`src/rtl/core/rhpc_pkg.sv`:
```
// Shared constants, codes and pipeline types of the rolling hash pattern counter.
// No dependencies.
package rhpc_pkg;

   // default pattern store depth
   localparam int MAX_PATTERN = 64;

   // hash bases, all arithmetic wraps modulo 2^32
   localparam logic [31:0] BASE_A = 32'd32;
   localparam logic [31:0] BASE_B = 32'd37;
   localparam logic [31:0] BASE_C = 32'd41;
   localparam logic [31:0] COUNT_MAX = 32'hFFFF_FFFF;

   // response queue: bounds the transfers in flight
   localparam int RSP_DEPTH = 4;
   localparam int RSP_PTR_W = $clog2(RSP_DEPTH);
   localparam int RSP_CNT_W = $clog2(RSP_DEPTH + 1);

   // request function codes
   localparam logic [1:0] FUNC_CLEAR   = 2'd0;
   localparam logic [1:0] FUNC_PATTERN = 2'd1;
   localparam logic [1:0] FUNC_TEXT    = 2'd2;

   // decoded operation carried down the pipeline
   typedef enum logic [2:0] {
      OP_NONE,
      OP_CLEAR,
      OP_PATTERN,
      OP_DROP,
      OP_TEXT
   } op_type;

   typedef struct packed {
      logic       valid;
      op_type     op;
      logic [7:0] char_value;
      logic       use_old;     // outgoing byte comes from the ring
      logic       full_after;  // window holds a whole pattern after this byte
   } stage_type;

   typedef struct packed {
      logic        window_match;
      logic [31:0] match_count;
      logic        pattern_overflow;
   } result_type;

endpackage

```
`src/rtl/core/rhpc_if.sv`:
```
// Valid/ready channel interfaces for requests and responses.
// No dependencies.
interface rhpc_req_if;
   logic       valid;
   logic       ready;
   logic [1:0] func;
   logic [7:0] char_value;

   modport source (output valid, output func, output char_value, input ready);
   modport sink (input valid, input func, input char_value, output ready);
endinterface

interface rhpc_rsp_if;
   logic        valid;
   logic        ready;
   logic        window_match;
   logic [31:0] match_count;
   logic        pattern_overflow;

   modport source (output valid, output window_match, output match_count,
                   output pattern_overflow, input ready);
   modport sink (input valid, input window_match, input match_count,
                 input pattern_overflow, output ready);
endinterface

```
`src/rtl/core/rhpc_window_ring.sv`:
```
// Window byte ring: single-port memory, read-before-write, registered read data.
// Depends on rhpc_pkg for the default depth.
module rhpc_window_ring
   import rhpc_pkg::*;
#(
   parameter int Depth = MAX_PATTERN,
   localparam int AddrW = (Depth > 1) ? $clog2(Depth) : 1
) (
   input  logic             clock,
   input  logic [AddrW-1:0] addr,
   input  logic             wr_en,
   input  logic [7:0]       wr_data,
   output logic [7:0]       rd_data
);

   logic [7:0] mem [Depth];
   logic [7:0] rd_data_ff;

   // old contents come out while the new byte goes in
   always_ff @(posedge clock) begin
      rd_data_ff <= mem[addr];
      if (wr_en) begin
         mem[addr] <= wr_data;
      end
   end

   assign rd_data = rd_data_ff;

endmodule

```
`src/rtl/core/rhpc_seq.sv`:
```
// Front end: decodes requests, tracks pattern length, window fill and ring pointer.
// Depends on rhpc_pkg; drives rhpc_window_ring.
module rhpc_seq
   import rhpc_pkg::*;
#(
   parameter int MaxPattern = MAX_PATTERN,
   localparam int PtrW = (MaxPattern > 1) ? $clog2(MaxPattern) : 1,
   localparam int LenW = $clog2(MaxPattern + 1)
) (
   input  logic            clock,
   input  logic            reset,
   input  logic            accept,
   input  logic [1:0]      func,
   input  logic [7:0]      char_value,
   output logic [PtrW-1:0] ring_addr,
   output logic            ring_wr_en,
   output logic [7:0]      ring_wr_data,
   output stage_type       s1
);

   logic [LenW-1:0] length_ff, length_in;
   logic [LenW-1:0] fill_ff, fill_in;
   logic [PtrW-1:0] ptr_ff, ptr_in;
   stage_type       s1_ff, s1_in;
   logic [PtrW-1:0] idx;
   logic [LenW-1:0] idx_inc;
   logic            len_full;
   logic            has_pattern;
   logic            text_write;

   // ring slot for a text byte
   assign idx         = (LenW'(ptr_ff) >= length_ff) ? '0 : ptr_ff;
   assign idx_inc     = LenW'(idx) + LenW'(1);
   assign len_full    = (length_ff >= LenW'(MaxPattern));
   assign has_pattern = (length_ff != '0);

   // request decode and next control state
   always_comb begin
      length_in        = length_ff;
      fill_in          = fill_ff;
      ptr_in           = ptr_ff;
      text_write       = 1'b0;
      s1_in.valid      = accept;
      s1_in.op         = OP_NONE;
      s1_in.char_value = char_value;
      s1_in.use_old    = 1'b0;
      s1_in.full_after = 1'b0;
      unique case (func)
         FUNC_CLEAR: begin
            length_in = '0;
            fill_in   = '0;
            ptr_in    = '0;
            s1_in.op  = OP_CLEAR;
         end
         FUNC_PATTERN: begin
            if (len_full) begin
               s1_in.op = OP_DROP;
            end else begin
               length_in = length_ff + LenW'(1);
               fill_in   = '0;
               ptr_in    = '0;
               s1_in.op  = OP_PATTERN;
            end
         end
         FUNC_TEXT: begin
            if (has_pattern) begin
               text_write       = 1'b1;
               s1_in.op         = OP_TEXT;
               s1_in.use_old    = (fill_ff >= length_ff);
               fill_in          = (fill_ff < length_ff) ? fill_ff + LenW'(1) : fill_ff;
               ptr_in           = (idx_inc >= length_ff) ? '0 : PtrW'(idx_inc);
               s1_in.full_after = (fill_in >= length_ff);
            end
         end
         default: begin
         end
      endcase
   end

   // control registers advance on each transfer
   always_ff @(posedge clock) begin
      if (reset) begin
         length_ff <= '0;
         fill_ff   <= '0;
         ptr_ff    <= '0;
         s1_ff     <= '0;
      end else begin
         if (accept) begin
            length_ff <= length_in;
            fill_ff   <= fill_in;
            ptr_ff    <= ptr_in;
         end
         s1_ff <= s1_in;
      end
   end

   assign ring_addr    = idx;
   assign ring_wr_en   = accept && text_write;
   assign ring_wr_data = char_value;
   assign s1           = s1_ff;

endmodule

```
`src/rtl/core/rhpc_hash_unit.sv`:
```
// Hash datapath: stage 1 rolls the window and pattern hashes, stage 2 compares
// and counts. Depends on rhpc_pkg.
module rhpc_hash_unit
   import rhpc_pkg::*;
(
   input  logic       clock,
   input  logic       reset,
   input  stage_type  s1,
   input  logic [7:0] old_char,
   output logic       push,
   output result_type result
);

   logic [31:0] ph_a_ff, ph_b_ff, ph_c_ff, ph_a_in, ph_b_in, ph_c_in;
   logic [31:0] wh_a_ff, wh_b_ff, wh_c_ff, wh_a_in, wh_b_in, wh_c_in;
   logic [31:0] bp_a_ff, bp_b_ff, bp_c_ff, bp_a_in, bp_b_in, bp_c_in;
   logic [31:0] count_ff, count_in;
   logic        ovf_ff, ovf_in;
   stage_type   s2_ff;
   logic [7:0]  old_sel;
   logic [31:0] char32;
   logic        hit;

   assign old_sel = s1.use_old ? old_char : 8'd0;
   assign char32  = {24'd0, s1.char_value};

   // stage 1: Horner step for pattern bytes, roll for text bytes, reset on clear
   always_comb begin
      ph_a_in = ph_a_ff;
      ph_b_in = ph_b_ff;
      ph_c_in = ph_c_ff;
      wh_a_in = wh_a_ff;
      wh_b_in = wh_b_ff;
      wh_c_in = wh_c_ff;
      bp_a_in = bp_a_ff;
      bp_b_in = bp_b_ff;
      bp_c_in = bp_c_ff;
      if (s1.valid) begin
         unique case (s1.op)
            OP_CLEAR: begin
               ph_a_in = '0;
               ph_b_in = '0;
               ph_c_in = '0;
               wh_a_in = '0;
               wh_b_in = '0;
               wh_c_in = '0;
               bp_a_in = 32'd1;
               bp_b_in = 32'd1;
               bp_c_in = 32'd1;
            end
            OP_PATTERN: begin
               ph_a_in = ph_a_ff * BASE_A + char32;
               ph_b_in = ph_b_ff * BASE_B + char32;
               ph_c_in = ph_c_ff * BASE_C + char32;
               bp_a_in = bp_a_ff * BASE_A;
               bp_b_in = bp_b_ff * BASE_B;
               bp_c_in = bp_c_ff * BASE_C;
               wh_a_in = '0;
               wh_b_in = '0;
               wh_c_in = '0;
            end
            OP_TEXT: begin
               wh_a_in = wh_a_ff * BASE_A + char32 - 32'(old_sel) * bp_a_ff;
               wh_b_in = wh_b_ff * BASE_B + char32 - 32'(old_sel) * bp_b_ff;
               wh_c_in = wh_c_ff * BASE_C + char32 - 32'(old_sel) * bp_c_ff;
            end
            default: begin
            end
         endcase
      end
   end

   // stage 2: compare full windows, saturating count, sticky overflow
   assign hit = s2_ff.valid && (s2_ff.op == OP_TEXT) && s2_ff.full_after &&
                (wh_a_ff == ph_a_ff) && (wh_b_ff == ph_b_ff) && (wh_c_ff == ph_c_ff);

   always_comb begin
      count_in = count_ff;
      ovf_in   = ovf_ff;
      if (s2_ff.valid) begin
         unique case (s2_ff.op)
            OP_CLEAR: begin
               count_in = '0;
               ovf_in   = 1'b0;
            end
            OP_DROP: begin
               ovf_in = 1'b1;
            end
            OP_TEXT: begin
               if (hit && (count_ff != COUNT_MAX)) begin
                  count_in = count_ff + 32'd1;
               end
            end
            default: begin
            end
         endcase
      end
   end

   always_ff @(posedge clock) begin
      if (reset) begin
         ph_a_ff  <= '0;
         ph_b_ff  <= '0;
         ph_c_ff  <= '0;
         wh_a_ff  <= '0;
         wh_b_ff  <= '0;
         wh_c_ff  <= '0;
         bp_a_ff  <= 32'd1;
         bp_b_ff  <= 32'd1;
         bp_c_ff  <= 32'd1;
         count_ff <= '0;
         ovf_ff   <= 1'b0;
         s2_ff    <= '0;
      end else begin
         ph_a_ff  <= ph_a_in;
         ph_b_ff  <= ph_b_in;
         ph_c_ff  <= ph_c_in;
         wh_a_ff  <= wh_a_in;
         wh_b_ff  <= wh_b_in;
         wh_c_ff  <= wh_c_in;
         bp_a_ff  <= bp_a_in;
         bp_b_ff  <= bp_b_in;
         bp_c_ff  <= bp_c_in;
         count_ff <= count_in;
         ovf_ff   <= ovf_in;
         s2_ff    <= s1;
      end
   end

   assign push                    = s2_ff.valid;
   assign result.window_match     = hit;
   assign result.match_count      = count_in;
   assign result.pattern_overflow = ovf_in;

endmodule

```
`src/rtl/core/rhpc_rsp_queue.sv`:
```
// Response queue with credit count: holds finished results and gates request
// ready on the number of transfers in flight. Depends on rhpc_pkg.
module rhpc_rsp_queue
   import rhpc_pkg::*;
(
   input  logic       clock,
   input  logic       reset,
   input  logic       accept,
   input  logic       push,
   input  result_type push_data,
   input  logic       pop,
   output logic       req_ready,
   output logic       rsp_valid,
   output result_type rsp_data
);

   result_type           slots [RSP_DEPTH];
   logic [RSP_PTR_W-1:0] wr_ptr_ff, rd_ptr_ff;
   logic [RSP_CNT_W-1:0] fill_ff, fill_in;
   logic [RSP_CNT_W-1:0] credit_ff, credit_in;

   // outstanding = accepted but not yet delivered
   assign credit_in = credit_ff + RSP_CNT_W'(accept) - RSP_CNT_W'(pop);
   assign fill_in   = fill_ff + RSP_CNT_W'(push) - RSP_CNT_W'(pop);

   always_ff @(posedge clock) begin
      if (reset) begin
         wr_ptr_ff <= '0;
         rd_ptr_ff <= '0;
         fill_ff   <= '0;
         credit_ff <= '0;
      end else begin
         fill_ff   <= fill_in;
         credit_ff <= credit_in;
         if (push) begin
            wr_ptr_ff <= (wr_ptr_ff == RSP_PTR_W'(RSP_DEPTH - 1)) ? '0 :
                         wr_ptr_ff + RSP_PTR_W'(1);
         end
         if (pop) begin
            rd_ptr_ff <= (rd_ptr_ff == RSP_PTR_W'(RSP_DEPTH - 1)) ? '0 :
                         rd_ptr_ff + RSP_PTR_W'(1);
         end
      end
   end

   // result storage
   always_ff @(posedge clock) begin
      if (push) begin
         slots[wr_ptr_ff] <= push_data;
      end
   end

   assign req_ready = (credit_ff < RSP_CNT_W'(RSP_DEPTH));
   assign rsp_valid = (fill_ff != '0);
   assign rsp_data  = slots[rd_ptr_ff];

endmodule

```
`src/rtl/core/rolling_hash_pattern_counter_core.sv`:
```
// Rolling hash pattern counter: counts places where a loaded pattern matches a
// text stream, using three mod-2^32 polynomial hashes (bases 32, 37, 41). One
// request is taken per clock while request ready is high, and every request
// gives exactly one response, in order. A response is offered once its request
// has moved through the s1 stage register (hash roll with the ring byte), the s2
// stage register (compare and count) and the response queue. The rate of one
// request per clock rests on the window ring memory, which returns the outgoing
// byte and stores the incoming one in the same access, and on the hash roll being
// done in stage 1. Up to four requests may be outstanding; request ready drops
// when four are not yet delivered. Reset is synchronous and there is no memory
// clearing pass.
module rolling_hash_pattern_counter_core
   import rhpc_pkg::*;
#(
   parameter int MaxPattern = MAX_PATTERN
) (
   input  logic      clock,
   input  logic      reset,
   rhpc_req_if.sink  req_ch,
   rhpc_rsp_if.source rsp_ch
);

   localparam int PtrW = (MaxPattern > 1) ? $clog2(MaxPattern) : 1;

   logic            accept;
   logic            pop;
   logic            credit_ok;
   logic [PtrW-1:0] ring_addr;
   logic            ring_wr_en;
   logic [7:0]      ring_wr_data;
   logic [7:0]      ring_rd_data;
   stage_type       s1;
   logic            push;
   result_type      push_data;
   result_type      rsp_data;
   logic            rsp_valid;

   // channel transfers
   assign accept       = req_ch.valid && credit_ok;
   assign pop          = rsp_valid && rsp_ch.ready;
   assign req_ch.ready = credit_ok;

   rhpc_seq #(
      .MaxPattern(MaxPattern)
   ) u_seq (
      .clock       (clock),
      .reset       (reset),
      .accept      (accept),
      .func        (req_ch.func),
      .char_value  (req_ch.char_value),
      .ring_addr   (ring_addr),
      .ring_wr_en  (ring_wr_en),
      .ring_wr_data(ring_wr_data),
      .s1          (s1)
   );

   rhpc_window_ring #(
      .Depth(MaxPattern)
   ) u_ring (
      .clock  (clock),
      .addr   (ring_addr),
      .wr_en  (ring_wr_en),
      .wr_data(ring_wr_data),
      .rd_data(ring_rd_data)
   );

   rhpc_hash_unit u_hash (
      .clock   (clock),
      .reset   (reset),
      .s1      (s1),
      .old_char(ring_rd_data),
      .push    (push),
      .result  (push_data)
   );

   rhpc_rsp_queue u_queue (
      .clock    (clock),
      .reset    (reset),
      .accept   (accept),
      .push     (push),
      .push_data(push_data),
      .pop      (pop),
      .req_ready(credit_ok),
      .rsp_valid(rsp_valid),
      .rsp_data (rsp_data)
   );

   // response channel
   assign rsp_ch.valid            = rsp_valid;
   assign rsp_ch.window_match     = rsp_data.window_match;
   assign rsp_ch.match_count      = rsp_data.match_count;
   assign rsp_ch.pattern_overflow = rsp_data.pattern_overflow;

endmodule

```
`src/flat_wrapper.sv`:
```
// flat-port wrapper written by rule: the top's interface ports become plain ports
module rolling_hash_pattern_counter_core_flat import rhpc_pkg::*;
#(
   parameter int MaxPattern = MAX_PATTERN
)
  (clock, reset, req_ch_valid, req_ch_func, req_ch_char_value, req_ch_ready, rsp_ch_valid, rsp_ch_window_match, rsp_ch_match_count, rsp_ch_pattern_overflow, rsp_ch_ready);
  rhpc_req_if req_ch_i ();
  rhpc_rsp_if rsp_ch_i ();
  input  logic clock;
  input  logic reset;
  input wire logic [$bits(req_ch_i.valid)-1:0] req_ch_valid;
  input wire logic [$bits(req_ch_i.func)-1:0] req_ch_func;
  input wire logic [$bits(req_ch_i.char_value)-1:0] req_ch_char_value;
  output wire logic [$bits(req_ch_i.ready)-1:0] req_ch_ready;
  output wire logic [$bits(rsp_ch_i.valid)-1:0] rsp_ch_valid;
  output wire logic [$bits(rsp_ch_i.window_match)-1:0] rsp_ch_window_match;
  output wire logic [$bits(rsp_ch_i.match_count)-1:0] rsp_ch_match_count;
  output wire logic [$bits(rsp_ch_i.pattern_overflow)-1:0] rsp_ch_pattern_overflow;
  input wire logic [$bits(rsp_ch_i.ready)-1:0] rsp_ch_ready;
  assign req_ch_i.valid = req_ch_valid;
  assign req_ch_i.func = req_ch_func;
  assign req_ch_i.char_value = req_ch_char_value;
  assign req_ch_ready = req_ch_i.ready;
  assign rsp_ch_valid = rsp_ch_i.valid;
  assign rsp_ch_window_match = rsp_ch_i.window_match;
  assign rsp_ch_match_count = rsp_ch_i.match_count;
  assign rsp_ch_pattern_overflow = rsp_ch_i.pattern_overflow;
  assign rsp_ch_i.ready = rsp_ch_ready;
  rolling_hash_pattern_counter_core #(.MaxPattern(MaxPattern)) u_core (.clock(clock), .reset(reset), .req_ch(req_ch_i), .rsp_ch(rsp_ch_i));
endmodule
```
`config.mk`:
```
export PLATFORM = sky130hd
export DESIGN_NAME = rolling_hash_pattern_counter_core_flat
export DESIGN_NICKNAME = d
export VERILOG_FILES = /design/src/rtl/core/rhpc_pkg.sv /design/src/rtl/core/rhpc_if.sv /design/src/rtl/core/rhpc_window_ring.sv /design/src/rtl/core/rhpc_seq.sv /design/src/rtl/core/rhpc_hash_unit.sv /design/src/rtl/core/rhpc_rsp_queue.sv /design/src/rtl/core/rolling_hash_pattern_counter_core.sv /design/src/flat_wrapper.sv
export SDC_FILE = /design/constraint.sdc
export NUM_CORES = 2
export LEC_CHECK = 0
export ABC_AREA = 1
export BUFFER_PORTS_ARGS = -buffer_cell sky130_fd_sc_hd__buf_2
export CAP_MARGIN = 10
export CORE_ASPECT_RATIO = 0.9
export CORE_UTILIZATION = 40
export CTS_CLUSTER_SIZE = 40
export DETAILED_ROUTE_END_ITERATION = 12
export GPL_ROUTABILITY_DRIVEN = 0
export GPL_TIMING_DRIVEN = 0
export SETUP_SLACK_MARGIN = 0.15
export SLEW_MARGIN = 20
export SYNTH_ARGS = -nofsm -noshare
export SYNTH_HDL_FRONTEND = slang
export SYNTH_HIERARCHICAL = 1
export SYNTH_SLANG_ARGS = --single-unit
```
`constraint.sdc`:
```
create_clock -name clock -period 10.45 [get_ports clock]
set_input_delay 1.5675 -clock clock [delete_from_list [all_inputs] [get_ports clock]]
set_output_delay 1.5675 -clock clock [all_outputs]
set_load 0.005 [all_outputs]
```
==> impl_metrics.env <==
export IMPL_gr_usage_all_layers=0.2637
export IMPL_vias=68730
export IMPL_die_h_um=429.4
export IMPL_cp_startpoint="u_core/u_seq/s1[1]"
export IMPL_layout_cells_most_common="sky130_fd_sc_hd__nand2_1"
export IMPL_grt_first_pass_wirelength_mm=409.7
export IMPL_grt_start_max_net_pins=65
export IMPL_globalRoute_totalOverflow=0
export IMPL_finalCritPeriodShare=0.8258
export IMPL_kind_of_start_point_of_the_critical_path="flop"
export IMPL_ir_worst_vdd_v=0.0001610
export IMPL_rr_endpoint="u_core/u_hash/wh_c_ff[31]"
export IMPL_clk_pin_slew_worst_paths_ns=0.06
export IMPL_synth_edf_count=648
export IMPL_worstPathRequired_ns=11.08
export IMPL_cellPowerDensity_mw_per_mm2=117.4
export IMPL_drtAntennaViolNets=0
export IMPL_timing_final_crit_period_ns=8.629
export IMPL_clk_insertion_delay_late_ns=0.79
export IMPL_timing_hold_worst_class="flop to flop"
export IMPL_timing_max_cap_violations=0
export IMPL_firstDrtPassIters=7
export IMPL_fmax_mhz=115.9
export IMPL_rsz0062_at_grt="false"
export IMPL_final_max_slew_violation_count=0
export IMPL_skew_ns=0.08608
export IMPL_post_cts_resized=0
export IMPL_layout_setup_ws_ns=1.821
export IMPL_reg2reg_from="u_core/u_seq/s1[1]"
export IMPL_fin_setup_tns_ns=0
export IMPL_post_synth_inst_count=9985
export IMPL_place_hpwl_mm=215.5
export IMPL_cp_max_fo=10
export IMPL_run_status="completed"
export IMPL_placeableCoreArea_sq_mm=0.2012
export IMPL_detailedPlace_worstSlack_ns=2.123
export IMPL_cts_root_buf="sky130_fd_sc_hd__clkbuf_16"
export IMPL_postCtsSetupRepairBufs=0
export IMPL_async_reset_ff_frac=0
export IMPL_worstSetupEndpoint="u_core/u_hash/wh_c_ff[31]"
export IMPL_syn2layout_area_growth_pct=9.667
export IMPL_cts_hold_buffers_added=0
export IMPL_worstSetupEndpointType="flop"
export IMPL_detail_route_wirelength_mm=272.9
export IMPL_cts_sinks=999
export IMPL_tritoncts="built"
export IMPL_worst_slew_pin_slew_ns=1.257
export IMPL_vias_in_the_first_global_route=66370
export IMPL_numCtsBuffers=113
export IMPL_finalSetupViolCount=0
export IMPL_synth_cell_types=65
export IMPL_std_cell_rows=156
export IMPL_die_area_sq_mm=0.2047
export IMPL_synth_seq_area_share=0.3263
export IMPL_p_leak_nw=40.50
export IMPL_yosys_warnings=6
export IMPL_max_slew_margin=0.1619
export IMPL_floorplan_initialDensity=0.4033
export IMPL_yosys_most_used_dff="sky130_fd_sc_hd__edfxtp_1"
export IMPL_viasPerCell=5.297
export IMPL_hold_viol_final=0
export IMPL_worst_r2r_path_depth=23
export IMPL_antenna_found_initial=6
export IMPL_cts_max_path_buffers=3
export IMPL_htree_levels=3
export IMPL_rrSetupSlack_ns=1.82
export IMPL_synthesis_area_sq_mm=0.08117
export IMPL_most_frequent_cells_in_the_layout="sky130_fd_sc_hd__nand2_1 (2953), sky130_fd_sc_hd__inv_1 (1652), sky130_fd_sc_hd__ha_1 (775)"
export IMPL_finalNetCount=11590
export IMPL_per_cell_routed_wire_length_um=21.03
export IMPL_first_iter_violations=7496
export IMPL_io_pins=50
export IMPL_setup_worst_path_class="flop to flop"
export IMPL_synth_seq_cells=999
export IMPL_layout_drive_gt1_share=0.04989
export IMPL_worstPathArrival_ns=9.26
export IMPL_syn_area_per_cell_sq_um=8.129
export IMPL_dieWidth_um=476.8
export IMPL_number_of_remaining_drc_errors=0
export IMPL_buffer_ports_inserted=49
-- sequential cells by signal (all words and copies together), names as in the netlist, 6 cells and up, named ones only --
register and count:
u_core/u_queue/slots 136, u_core/u_hash/count_ff 32, u_core/u_ring/rd_data 8, u_core/u_seq/ptr_ff 6
u_core/u_hash/bp_a_ff 7, u_core/u_hash/wh_b_ff 32, u_core/u_hash/wh_a_ff 32, u_core/u_seq/fill_ff 7
u_core/u_ring/mem 512, u_core/u_hash/ph_a_ff 32, u_core/u_hash/bp_b_ff 31, u_core/u_seq/length_ff 7
u_core/u_hash/bp_c_ff 29, u_core/u_seq/s1 14, u_core/u_hash/ph_b_ff 32, u_core/u_hash/ph_c_ff 32
u_core/u_hash/wh_c_ff 32
-- report_power, final --
part | leakage (nW) | switching [W] | internal, W
combinational | 29.9 | 0.00133 | 0.000617
clock | 1.89 | 0.00180 | 0.00245
sequential | 8.68 | 0.0000392 | 0.00422
-- cell usage after synthesis (10+ instances only) --
cell type	n	area, sq um
sky130_fd_sc_hd__nor3_2	10	100.1
sky130_fd_sc_hd__a211oi_1	15	112.6
sky130_fd_sc_hd__nand4_1	75	469.2
sky130_fd_sc_hd__clkbuf_2	11	55.05
sky130_fd_sc_hd__a21o_1	40	300.3
sky130_fd_sc_hd__buf_6	26	292.8
sky130_fd_sc_hd__o21bai_1	29	217.7
sky130_fd_sc_hd__nand3_1	221	1106
sky130_fd_sc_hd__o211ai_1	16	120.1
sky130_fd_sc_hd__nor3_1	66	330.3
sky130_fd_sc_hd__buf_1	21	78.83
sky130_fd_sc_hd__buf_2	79	395.4
sky130_fd_sc_hd__a31oi_1	21	131.4
sky130_fd_sc_hd__nor2_2	16	100.1
sky130_fd_sc_hd__o21ai_1	73	365.4
sky130_fd_sc_hd__or2_2	30	187.7
sky130_fd_sc_hd__nand3b_1	26	195.2
sky130_fd_sc_hd__a21oi_1	641	3208
sky130_fd_sc_hd__clkbuf_1	149	559.3
sky130_fd_sc_hd__o21a_1	16	120.1
sky130_fd_sc_hd__inv_1	1656	6216
sky130_fd_sc_hd__buf_4	22	165.2
sky130_fd_sc_hd__a21boi_0	12	90.09
sky130_fd_sc_hd__o21ai_0	367	1837
sky130_fd_sc_hd__fa_1	617	12350
sky130_fd_sc_hd__nor4_1	12	75.07
sky130_fd_sc_hd__ha_1	775	9697
sky130_fd_sc_hd__edfxtp_1	648	19460
sky130_fd_sc_hd__dfxtp_1	351	7027
sky130_fd_sc_hd__xor2_1	41	359.1
sky130_fd_sc_hd__inv_2	21	78.83
sky130_fd_sc_hd__nor2_1	763	2864
sky130_fd_sc_hd__nand2_1	2954	11090
sky130_fd_sc_hd__and2_1	13	81.33
sky130_fd_sc_hd__xnor2_1	61	534.3
-- worst min path at each step --
stage	cells after the start	slack, ns	start	end
after global placement	2	0.40	u_core/u_seq/s1[0]	u_core/u_hash/s2_ff[0]
after floorplan	2	0.39	u_core/u_seq/s1[0]	u_core/u_hash/s2_ff[0]
after global routing	2	0.42	u_core/u_seq/s1[0]	u_core/u_hash/s2_ff[0]
after CTS	2	0.41	u_core/u_seq/s1[0]	u_core/u_hash/s2_ff[0]
final	2	0.40	u_core/u_seq/s1[0]	u_core/u_hash/s2_ff[0]
after detailed placement	2	0.40	u_core/u_seq/s1[0]	u_core/u_hash/s2_ff[0]
-- layer usage --
metal  track usage  share of wire  vias up
li1              -              -    31990
met1        0.3591           0.42    33020
met2        0.4049           0.43     3066
met3       0.04963          0.099      646
met4        0.1210          0.053        4
met5             0        0.00012        -
-- final cells by class --
type,instances,area (sq um)
Antenna cell,6,15.01
Tap cell,2686,3361
Inverter,1685,6330
Sequential cell,999,26490
Timing Repair Buffer,58,394.1
Buffer,308,1558
Clock inverter,73,963.4
Multi-Input combinational cell,7016,46910
Fill cell,19820,112200
Clock buffer,143,2994
-- through the flow --
stage          instance area [sq um]  power, W    util  std cells  hold slack, ns
3_3_place_gp                   84860  0.006192  0.4217      12740          0.3996
6_report                       89010   0.01045  0.4423      12970          0.4030
3_5_place_dp                   85040  0.006216  0.4226      12750          0.3972
5_1_grt                        89000   0.01084  0.4423      12970          0.4183
2_1_floorplan                  81250  0.005591       -      10010          0.3883
4_1_cts                        89000   0.01046  0.4423      12970          0.4055
-- kinds of logic (layout without fill, tap and decap cells) --
family	after synthesis	count (layout)	synth area share
and+or+nand+nor	4226	4226	0.2093
adders and majority gates	1392	1392	0.2716
AOI/OAI and AO/OA	1271	1271	0.08464
buffers and inverters	1993	2267	0.09704
other	2	31	0.00009252
xor gates and xnor gates	102	102	0.01101
DFF	999	999	0.3263
-- critical path: stages (launching register included) --
cell	delay, ns
sky130_fd_sc_hd__dfxtp_1	0.32
sky130_fd_sc_hd__buf_2	0.21
sky130_fd_sc_hd__nand2_1	0.74
sky130_fd_sc_hd__inv_2	0.73
sky130_fd_sc_hd__buf_1	0.96
sky130_fd_sc_hd__nand2_1	0.21
sky130_fd_sc_hd__fa_1	0.56
sky130_fd_sc_hd__fa_1	0.60
sky130_fd_sc_hd__fa_1	0.45
sky130_fd_sc_hd__fa_1	0.48
sky130_fd_sc_hd__fa_1	0.49
sky130_fd_sc_hd__inv_1	0.05
sky130_fd_sc_hd__fa_1	0.49
sky130_fd_sc_hd__inv_1	0.05
sky130_fd_sc_hd__ha_1	0.33
sky130_fd_sc_hd__a21oi_1	0.17
sky130_fd_sc_hd__o21ai_0	0.14
sky130_fd_sc_hd__a21oi_1	0.24
sky130_fd_sc_hd__o21ai_0	0.25
sky130_fd_sc_hd__a21oi_1	0.49
sky130_fd_sc_hd__inv_1	0.08
sky130_fd_sc_hd__nand2_1	0.08
sky130_fd_sc_hd__nand3_1	0.15
sky130_fd_sc_hd__a21oi_1	0.21
Power figures use the tool's default switching activity.
